File: src/rtl/dep_pkg.sv
// shared types and constants for the depth edge pixel detector
package dep_pkg;

  // field widths
  localparam int DEPTH_W     = 16;
  localparam int CFG_SIZE_W  = 11;
  localparam int COORD_W     = 10;
  localparam int CFG_DATA_W  = 16;
  localparam int CFG_IDX_W   = 2;
  localparam int OUT_TDATA_W = 24;

  // defaults for the top level parameters
  localparam int MAX_WIDTH_DEF  = 1024;
  localparam int DEPTH_BITS_DEF = 16;

  // frame size limits
  localparam int MAX_HEIGHT = 1024;
  localparam int MIN_SIZE   = 3;

  // register reset values
  localparam logic [CFG_SIZE_W-1:0] FRAME_WIDTH_RST    = 11'd640;
  localparam logic [CFG_SIZE_W-1:0] FRAME_HEIGHT_RST   = 11'd480;
  localparam logic [DEPTH_W-1:0]    NEAR_THRESHOLD_RST = 16'd1;

  // register indexes on the configuration port
  typedef enum logic [CFG_IDX_W-1:0] {
    CFG_FRAME_WIDTH    = 2'd0,
    CFG_FRAME_HEIGHT   = 2'd1,
    CFG_NEAR_THRESHOLD = 2'd2
  } cfg_idx_t;

  // position of a word as seen by the window stage
  typedef struct packed {
    logic               interior;
    logic [COORD_W-1:0] col;
    logic [COORD_W-1:0] row;
  } pos_t;

endpackage

File: src/rtl/dep_win.sv
// 3x3 window columns and neighbour threshold test
module dep_win #(
  parameter int PIX_W = dep_pkg::DEPTH_W
) (
  input  logic                         clk,
  input  logic                         rst_n,
  input  logic                         adv,
  input  logic                         interior,
  input  logic [PIX_W-1:0]             top,
  input  logic [PIX_W-1:0]             mid,
  input  logic [PIX_W-1:0]             bot,
  input  logic [dep_pkg::DEPTH_W-1:0]  near_threshold,
  output logic                         edge_hit
);

  // column c-2 in win_r[0..2], column c-1 in win_r[3..5], rows top to bottom
  logic [PIX_W-1:0]            win_r [6];
  logic [PIX_W-1:0]            nb [8];
  logic [dep_pkg::DEPTH_W-1:0] nb_ext [8];
  logic [dep_pkg::DEPTH_W-1:0] centre_ext;
  logic [7:0]                  below;

  // eight neighbours around the centre
  always_comb begin
    nb[0] = win_r[0];
    nb[1] = win_r[1];
    nb[2] = win_r[2];
    nb[3] = win_r[3];
    nb[4] = win_r[5];
    nb[5] = top;
    nb[6] = mid;
    nb[7] = bot;
    for (int k = 0; k < 8; k++) begin
      nb_ext[k] = dep_pkg::DEPTH_W'(nb[k]);
      below[k]  = nb_ext[k] < near_threshold;
    end
    centre_ext = dep_pkg::DEPTH_W'(win_r[4]);
  end

  assign edge_hit = interior && (centre_ext != '0) && (|below);

  // shift the window one column per word
  always_ff @(posedge clk) begin
    if (!rst_n) begin
      for (int k = 0; k < 6; k++) begin
        win_r[k] <= '0;
      end
    end else if (adv) begin
      win_r[0] <= win_r[3];
      win_r[1] <= win_r[4];
      win_r[2] <= win_r[5];
      win_r[3] <= top;
      win_r[4] <= mid;
      win_r[5] <= bot;
    end
  end

endmodule

File: config.mk
export PLATFORM = sky130hd
export DESIGN_NAME = dep_win
export DESIGN_NICKNAME = d
export VERILOG_FILES = /design/src/rtl/dep_pkg.sv /design/src/rtl/dep_win.sv
export SDC_FILE = /design/constraint.sdc
export NUM_CORES = 1
export LEC_CHECK = 0
export ABC_AREA = 1
export BUFFER_PORTS_ARGS = -buffer_cell sky130_fd_sc_hd__buf_2
export CAP_MARGIN = 10
export CORE_ASPECT_RATIO = 0.8
export CORE_MARGIN = 2
export CORE_UTILIZATION = 35
export CTS_BUF_LIST = sky130_fd_sc_hd__clkbuf_8
export CTS_CLUSTER_DIAMETER = 40
export DETAILED_ROUTE_END_ITERATION = 16
export SYNTH_ARGS = -nofsm -noshare
export SYNTH_HDL_FRONTEND = slang
export SYNTH_SLANG_ARGS = --single-unit
export TNS_END_PERCENT = 100
File: constraint.sdc
create_clock -name clk -period 2.9 [get_ports clk]
set_input_delay 0.145 -clock clk [delete_from_list [all_inputs] [get_ports clk]]
set_output_delay 0.145 -clock clk [all_outputs]
set_load 0.02 [all_outputs]
==> flow_summary.toml <==
[cells_and_area]
layout-drive-gt1-share_pct = 11.7
top_regs = "win_r x96"
largest_register_ffs = 96
antenna-diode-count = 0
nNetsFinal = 977
largest-register = "win_r"
synthToLayoutAreaGrowth_pct = 13.2
n_fill_cell = 1783

[worst_setup_path]
cpMostUsedCell = "nand2_1"
cp_max_fo = 2
r2r_setup_slack_ps = 2090
crit_end = "edge_hit"
critPathMaxStageDelay_ps = 410
required_ps = 2760
reg2reg_from = "win_r[5][13]$_SDFFCE_PN0P_"
end_kind = "primary output"
cp-start-kind = "flop"
crit_chain = "ha_1, a21oi_1, nor2_1, nor3_1, nand2_1, nand2_1, nand2_1, nand2_1, nor2_1, a21oi_1, buf_2"
reg2reg_to = "win_r[2][13]$_SDFFCE_PN0P_"
arrival_ps = 2080
reg2reg_depth = 2
startpoint = "win_r[5][5]$_SDFFCE_PN0P_"
worstSetupPathType = "flop to primary output"
slowest_stage = "edfxtp_1"

[route]
drc = 0
vias_per_cell = 4.56
vias = 4674
first_iter_violations = 258
drt_pass1_iterations = 5
ant_nets = 0
wire_per_inst_um = 12.8
wirelength_mm = 13.1

[synthesis]
synthTopCellsByCount = "inv_1, nor2_1, ha_1, nand2_1, edfxtp_1"
synth-compound-area-share_pct = 5.95
syn_area_per_cell_um2 = 9.01
yosysSeqAreaShare_pct = 44.7
synth-edff-count = 96
ys.flop_type = "edfxtp_1"
yosysTopAreaCellShare_pct = 44.7
synth-simple-area-share_pct = 17.1
synth_fp_nets = 904
ys_top_cells_by_area = "edfxtp_1, ha_1, inv_1, nor2_1, nand2_1"
synth_top_family_by_area = "adder cells"
yosysWarnings = 0
ys_async_sr_fraction_pct = 0
synth_xor_area_share_pct = 0
synth.distinct_cells = 19
syn_inst = 716
netlist.top_cell.by_area = "edfxtp_1"
syn-cell-area_um2 = 6450
synth.most_common_cell = "inv_1"
synth_fa_ha_area_share_pct = 23.3
synth_mux_area_share_pct = 0
synth_seq_cells = 96

[worst_hold_path]
hold_start = "bot[0]"
holdPathStages = 3
min_path_type = "input port to flop"

[floorplanning]
start_util_pct = 35.6
num_io_pins = 69
core_um2 = 18100
die_h_um = 125
die_w_um = 156
die-area_um2 = 19500
num_rows = 44

[clocking]
clock_path_buffers = 2
clock-root-buffer = "clkbuf_8"
post_cts_buffers = 0
cts_buffers = 9
postCtsHoldBufs = 0
cts.reportedPaths.clkPinSlew_ps = 100
cts_tree = "done"
cts_sinks = 96
ctsResizeCount = 0
cts.htree.levels = 3
clk_latency_ps = 380

[sta]
final.period_utilization_pct = 76.7
period_minus_slack_ps = 2220
fin_tns_setup_ps = 0
finalClockSkew_ps = 10.1
setup_viol = 0
timing.hold.ws_ps = 70.3
slew_headroom_pct = 53.6
tightest_slew_ps = 696
finalHoldViolCount = 0
fmax_ghz = 0.450
rsz0062_at_grt = "false"
slew_viol_final = 0

[power]
peakVddDrop_uv = 309
p_comb_share_pct = 18.0
p_seq_share_pct = 52.2
p_int_uw = 2270
p_per_area_nw_per_um2 = 438
net-switching-power_uw = 928
power.leakage_uw = 0.00383
netSwitchingFraction_pct = 29.0
power.share.clock_pct = 29.9

[run]
cap_violations = 0

[grt]
grt_antenna_before_repair = 0
grt_pass1_wl_mm = 22.2
grt_max_degree = 61
grt_overflow = 0
track_usage_pct = 14.4
grt_pass1_vias = 4549

[placed_design]
place_hpwl_mm = 10.1
io_buffer_count = 68
gp_congestion = 0.765

[outcome]
status = "completed"
## routing by layer
metal | part of all wire, % | GRT usage, %
met1 | 53 | 21.1
met5 | 0 | 0
met2 | 42 | 22.0
met4 | 0.82 | 2.59
met3 | 5.0 | 3.47
## per-stage QoR
step           power, uW  std cells  utilization [%]  instance area [um2]  worst slack, ps
6_report            3200       1024             40.3                 7300              676
5_1_grt             3410       1024             40.3                 7300              428
4_1_cts             3250       1024             40.3                 7300              597
3_5_place_dp        2290       1008             39.2                 7100              835
3_3_place_gp        2270       1008             39.2                 7100              836
2_1_floorplan       2090        716                -                 6450              239
## how the worst min path moves through the flow
stage | to | slack [ps]
floorplan | win_r[3][10]$_SDFFCE_PN0P_ | 350
global placement | win_r[5][0]$_SDFFCE_PN0P_ | 460
detailed placement | win_r[4][0]$_SDFFCE_PN0P_ | 460
CTS | win_r[5][0]$_SDFFCE_PN0P_ | 50
global route | win_r[3][12]$_SDFFCE_PN0P_ | 60
finish | win_r[5][0]$_SDFFCE_PN0P_ | 70
## cell usage in the layout, fill, tap and decap left out
cell type   synthesis  layout
o21a_1              1       1
nand4_1            14      14
bufinv_16           0       1
nand3_1             8       8
a21o_1              5       5
inv_1             142     142
o21ai_1             2       2
nand2_4             0       2
buf_12              0       1
ha_1              120     120
nor2_1            122     122
clkbuf_8            0       9
nand2_1           119     117
clkinvlp_4          0       2
o21ai_0            11      11
nor3_4              1       1
nor2_4              1       1
inv_2               1       1
nor3_1              9       9
buf_4               0       3
edfxtp_1           96      96
a21oi_1            53      53
buf_2               4      68
inv_6               0       2
o41ai_1             1       1
inv_8               0       2
## cell families (layout without fill, tap and decap cells)
family                     count (synthesis)  after routing
AOI/OAI and AO/OA                         73             73
and+or+nand+nor                          274            274
DFF                                       96             96
buffers and inverters                    153            231
adders and majority gates                120            120
## power groups by stage
stage	clock network, uW	registers [uW]	logic, uW
2_1_floorplan	0	1690	398
3_3_place_gp	0	1700	572
3_5_place_dp	0	1700	584
4_1_cts	993	1670	587
5_1_grt	1040	1680	687
6_report	956	1670	576
## layout make-up
class	count	area, um2	share of cell area, %
multi-input cells	467	3010	41.1
flip-flops and latches	96	2880	39.5
inverters	143	537	7.35
repair buffers	72	383	5.24
well taps	230	288	3.94
clock buffers	9	124	1.70
clock inverters	7	85.1	1.16
## critical path, delay by kind of cell, from the launching register on
family | cells | cell delay (ps)
and+or+nand+nor | 7 | 490
DFF | 1 | 410
AOI/OAI and AO/OA | 2 | 310
adders and majority gates | 1 | 310
buffers and inverters | 1 | 190
No activity file was read; power rests on OpenSTA's default activity.
