[config.mk]
export PLATFORM = sky130hd
export DESIGN_NAME = dep_pos
export DESIGN_NICKNAME = d
export VERILOG_FILES = /design/src/rtl/dep_pkg.sv /design/src/rtl/dep_pos.sv
export SDC_FILE = /design/constraint.sdc
export NUM_CORES = 1
export LEC_CHECK = 0
export ABC_AREA = 1
export BUFFER_PORTS_ARGS = -buffer_cell sky130_fd_sc_hd__buf_2
export CAP_MARGIN = 20
export CORE_MARGIN = 2
export CORE_UTILIZATION = 40
export CTS_CLUSTER_SIZE = 12
export DETAILED_ROUTE_END_ITERATION = 8
export PLACE_DENSITY = 0.64
export SETUP_SLACK_MARGIN = 0.5
export SLEW_MARGIN = 10
export SYNTH_ARGS = -nofsm -noshare
export SYNTH_HDL_FRONTEND = slang
export SYNTH_SLANG_ARGS = --single-unit
[constraint.sdc]
create_clock -name clk -period 4.1 [get_ports clk]
set_input_delay 1.025 -clock clk [delete_from_list [all_inputs] [get_ports clk]]
set_output_delay 1.025 -clock clk [all_outputs]
set_load 0.01 [all_outputs]
[src/rtl/dep_pkg.sv]
// shared types and constants for the depth edge pixel detector
package dep_pkg;

  // field widths
  localparam int DEPTH_W     = 16;
  localparam int CFG_SIZE_W  = 11;
  localparam int COORD_W     = 10;
  localparam int CFG_DATA_W  = 16;
  localparam int CFG_IDX_W   = 2;
  localparam int OUT_TDATA_W = 24;

  // defaults for the top level parameters
  localparam int MAX_WIDTH_DEF  = 1024;
  localparam int DEPTH_BITS_DEF = 16;

  // frame size limits
  localparam int MAX_HEIGHT = 1024;
  localparam int MIN_SIZE   = 3;

  // register reset values
  localparam logic [CFG_SIZE_W-1:0] FRAME_WIDTH_RST    = 11'd640;
  localparam logic [CFG_SIZE_W-1:0] FRAME_HEIGHT_RST   = 11'd480;
  localparam logic [DEPTH_W-1:0]    NEAR_THRESHOLD_RST = 16'd1;

  // register indexes on the configuration port
  typedef enum logic [CFG_IDX_W-1:0] {
    CFG_FRAME_WIDTH    = 2'd0,
    CFG_FRAME_HEIGHT   = 2'd1,
    CFG_NEAR_THRESHOLD = 2'd2
  } cfg_idx_t;

  // position of a word as seen by the window stage
  typedef struct packed {
    logic               interior;
    logic [COORD_W-1:0] col;
    logic [COORD_W-1:0] row;
  } pos_t;

endpackage

[src/rtl/dep_pos.sv]
// column and row counters with frame size clamping
module dep_pos #(
  parameter int MAX_WIDTH = dep_pkg::MAX_WIDTH_DEF
) (
  input  logic                            clk,
  input  logic                            rst_n,
  input  logic                            adv,
  input  logic [dep_pkg::CFG_SIZE_W-1:0]  frame_width,
  input  logic [dep_pkg::CFG_SIZE_W-1:0]  frame_height,
  output logic [$clog2(MAX_WIDTH)-1:0]    addr,
  output dep_pkg::pos_t                   pos
);

  localparam int CNT_W  = $clog2(MAX_WIDTH);
  localparam int MWID_W = $clog2(MAX_WIDTH + 1);
  localparam int SZ_W   = (MWID_W > dep_pkg::CFG_SIZE_W) ? MWID_W : dep_pkg::CFG_SIZE_W;
  localparam int HW     = dep_pkg::CFG_SIZE_W;

  logic [CNT_W-1:0]            col_r, col_nxt;
  logic [dep_pkg::COORD_W-1:0] row_r, row_nxt;
  logic [SZ_W-1:0]             width_in, width_eff, col_ext, col_inc, col_dec;
  logic [HW-1:0]               height_eff, row_ext, row_inc, row_dec;

  // effective frame size
  always_comb begin
    width_in = SZ_W'(frame_width);
    if (width_in < SZ_W'(dep_pkg::MIN_SIZE)) begin
      width_eff = SZ_W'(dep_pkg::MIN_SIZE);
    end else if (width_in > SZ_W'(MAX_WIDTH)) begin
      width_eff = SZ_W'(MAX_WIDTH);
    end else begin
      width_eff = width_in;
    end
    if (frame_height < HW'(dep_pkg::MIN_SIZE)) begin
      height_eff = HW'(dep_pkg::MIN_SIZE);
    end else if (frame_height > HW'(dep_pkg::MAX_HEIGHT)) begin
      height_eff = HW'(dep_pkg::MAX_HEIGHT);
    end else begin
      height_eff = frame_height;
    end
  end

  // raster position arithmetic
  always_comb begin
    col_ext = SZ_W'(col_r);
    col_inc = col_ext + SZ_W'(1);
    col_dec = col_ext - SZ_W'(1);
    row_ext = HW'(row_r);
    row_inc = row_ext + HW'(1);
    row_dec = row_ext - HW'(1);

    col_nxt = col_r;
    row_nxt = row_r;
    if (col_inc >= width_eff) begin
      col_nxt = '0;
      if (row_inc >= height_eff) begin
        row_nxt = '0;
      end else begin
        row_nxt = row_inc[dep_pkg::COORD_W-1:0];
      end
    end else begin
      col_nxt = col_inc[CNT_W-1:0];
    end
  end

  // counters move once per accepted word
  always_ff @(posedge clk) begin
    if (!rst_n) begin
      col_r <= '0;
      row_r <= '0;
    end else if (adv) begin
      col_r <= col_nxt;
      row_r <= row_nxt;
    end
  end

  // centre of the window sits one up and one left of the current pixel
  assign addr         = col_r;
  assign pos.interior = (col_ext >= SZ_W'(2)) && (row_ext >= HW'(2)) &&
                        (col_ext < width_eff) && (row_ext < height_eff);
  assign pos.col      = col_dec[dep_pkg::COORD_W-1:0];
  assign pos.row      = row_dec[dep_pkg::COORD_W-1:0];

endmodule

==> reports/metrics.csv <==
metric,value,unit
outcome,"complete, no violations",
final-report hold violation count,0,
diodes inserted,0,
clock skew,0.00149,ns
distinct cell type count after synthesis,35,
post-synthesis mux area share,0,
WHS Path Cells,2,
worst skew pair latency,0.26,ns
multi-input logic area,0.00226,sq mm
post-layout util,0.524,
Fillers,638,
initial core utilization,0.420,
"Net Count, Synth",496,
Max Buffers Root-to-Sink,2,
DRT Pass-1 Iters,4,
fmax,247,MHz
dominant combinational cell family by area after synthesis,simple AND/OR/NAND/NOR gates,
CTS tree,done,
ys async rst share,0,
CTS Buf Count,3,
Adder-Cell Fraction of Synth Area,0.223,
"Remaining Overflow, GRT",0,
Max-slew headroom,0.674,
max cap viols,0,
RSZ-0062 raised after global routing,true,
critical path's largest stage delay,0.30,ns
antenna-violating nets left,0,
hold-fix buffer count after cts,0,
GRT Total Usage,0.201,
initial antenna violation count,0,
max-slew violations,0,
Critical Path End Type,output pin,
Ports,56,
die span in x,86.1,um
vias in the first global route,2620,
Clock power frac,0.220,
Worst Max-Slew Pin Slew,0.486,ns
post-DP HPWL,6020,um
Synth Area in XOR/XNOR,0.0770,
sw frac,0.396,
die area,0.00742,sq mm
number of port buffers,55,
Combinational Power Share,0.453,
reg2reg path depth,19,
Sink Count,20,
final setup fails,0,
Final period util,0.989,
share of post-route cells with drive strength above 1,0.224,
first-pass GRT wire length,12300,um
wire per inst,13.2,um
Worst setup SP type,input port,
sequential area share after synthesis,0.148,
routed wire length,7370,um
DR vias/cell,5.05,
Worst IR Drop VDD,94.8,uV
largest net degree at the start of global routing,17,
Critical Path RT,3.07,ns
Pleak,0.00174,uW
P&R area growth vs syn,24.8,%
r2r setup slk,1.24,ns
"Cell Area, Synth",0.00270,sq mm
critical path type,input port to output pin,
via count,2828,
min cycle time layout,4.06,ns
mean area per synthesized cell,6.38,sq um
Placer Congestion,0.887,
WP data arrival,3.03,ns
prevailing post-synth register cell,dfxtp_1,
DRC Markers,0,
Power Density,204,mW/mm^2
Synth Warn #,0,
Final Power,686,uW
worst hold path class,register to register,
Final #Nets,557,
Place WS,-0.108,ns
Mapped Cells,423,
"Max FO, Critical Path",7,
slowest CP cell,nor4_4,
Final TNS setup,0,ns
"Reg clk slew, reported paths",0.07,ns
simple-gate share of the synthesized area,0.344,
Die Y,86.1,um
root buffer cell,clkbuf_8,
Yosys reg bits,20,
Internal Power,414,uW
Flop pwr share,0.327,
Post-synth EDFFs,0,
initial drt markers,179,
worst setup slack after layout,0.0445,ns
FF/Latch Area,400,sq um
row count,29,
H-tree depth,1,
sw power,272,uW
CP Cell Sequence,buf_8 -> nor4_4 -> nand2_2 -> o31ai_4 -> buf_6 -> nand2_4 -> ha_4 -> a21oi_2 -> o21ai_2 -> a21oi_1 -> nand2_1 -> nor3_2 -> buf_2,
Core Area,0.00642,sq mm
Synth Area in Compound Gates,0.123,
==> layout make-up <==
class / count / area share
inverter: 54 / 0.0602
sequential: 20 / 0.119
multi-input combinational: 344 / 0.671
clock buffer: 4 / 0.0164
tap: 77 / 0.0286
timing repair buffer: 61 / 0.105
==> through the flow <==
stage                     cells  area, sq um  hold WS, ns
after CTS                   557         3180        0.533
after detailed placement    552         3070        0.522
after global placement      552         3070        0.530
after global routing        560         3370        0.557
final                       560         3370        0.533
after floorplan             423         2710        0.464
==> layout by cell type (no fill, tap or decap), drive strengths merged, types with 4 or more instances in the layout <==
| cell type | instances |
|---|---|
| a21oi | 27 |
| buf | 61 |
| clkbuf | 4 |
| dfxtp | 20 |
| ha | 48 |
| inv | 53 |
| nand2 | 124 |
| nand3 | 15 |
| nand4 | 7 |
| nor2 | 55 |
| nor3 | 13 |
| o21ai | 19 |
| xor2 | 21 |
==> power groups by stage <==
| stage | Sequential [uW] | Combinational, uW | Clock (uW) |
|---|---|---|---|
| after global routing | 226 | 348 | 164 |
| after global placement | 227 | 275 | 0 |
| after floorplan | 224 | 179 | 0 |
| final | 224 | 311 | 151 |
| after CTS | 223 | 287 | 156 |
| after detailed placement | 227 | 281 | 0 |
==> kinds of logic after synthesis <==
kind of cell / count (synthesis)
simple gates: 219
xor+xnor: 22
compound gates: 55
buf+inv: 59
fa+ha+maj: 48
flops: 20
==> state kept, by name, indices dropped and copies added, names as in the netlist <==
name   count
addr      10
row_r     10
==> cell usage after synthesis, drive strengths merged, types with 2 or more instances <==
cell type | instances | area [sq um]
nand2 | 124 | 480
nor2 | 55 | 226
inv | 53 | 199
ha | 48 | 601
a21oi | 27 | 135
xor2 | 21 | 199
dfxtp | 20 | 400
o21ai | 19 | 106
nand3 | 15 | 75.1
nor3 | 13 | 70.1
nand4 | 7 | 43.8
buf | 4 | 22.5
nor4 | 3 | 18.8
o31ai | 3 | 27.5
o22ai | 2 | 12.5
==> metal layers <==
layer | track usage | vias up | wire (um)
met5 | 0 | - | 0
met4 | 0.0346 | 0 | 48
met3 | 0.0250 | 6 | 421
met2 | 0.321 | 67 | 3340
met1 | 0.293 | 1259 | 3560
li1 | - | 1496 | -
==> repair_timing <==
action / CTS / global route
resized for setup: 8 / 36
buffers inserted: 1 / 3
setup endpoints to repair: 1 / 5
pin swaps: 2 / 11
==> worst paths after layout <==
| check | endpoint | from |
|---|---|---|
| setup / recovery | pos[20] | frame_width[0] |
| setup reg to reg | row_r[8] | addr[1] |
| hold / removal | row_r[4] | row_r[4] |
| hold reg to reg | row_r[4] | row_r[4] |
==> worst max-delay path, delay by kind of cell <==
kind,cells,cell delay [ns]
AOI/OAI and AO/OA,4,0.54
adders and majority gates,1,0.24
buffers and inverters,3,0.44
and+or+nand+nor,5,0.79
(Power assumes the default switching activity.)
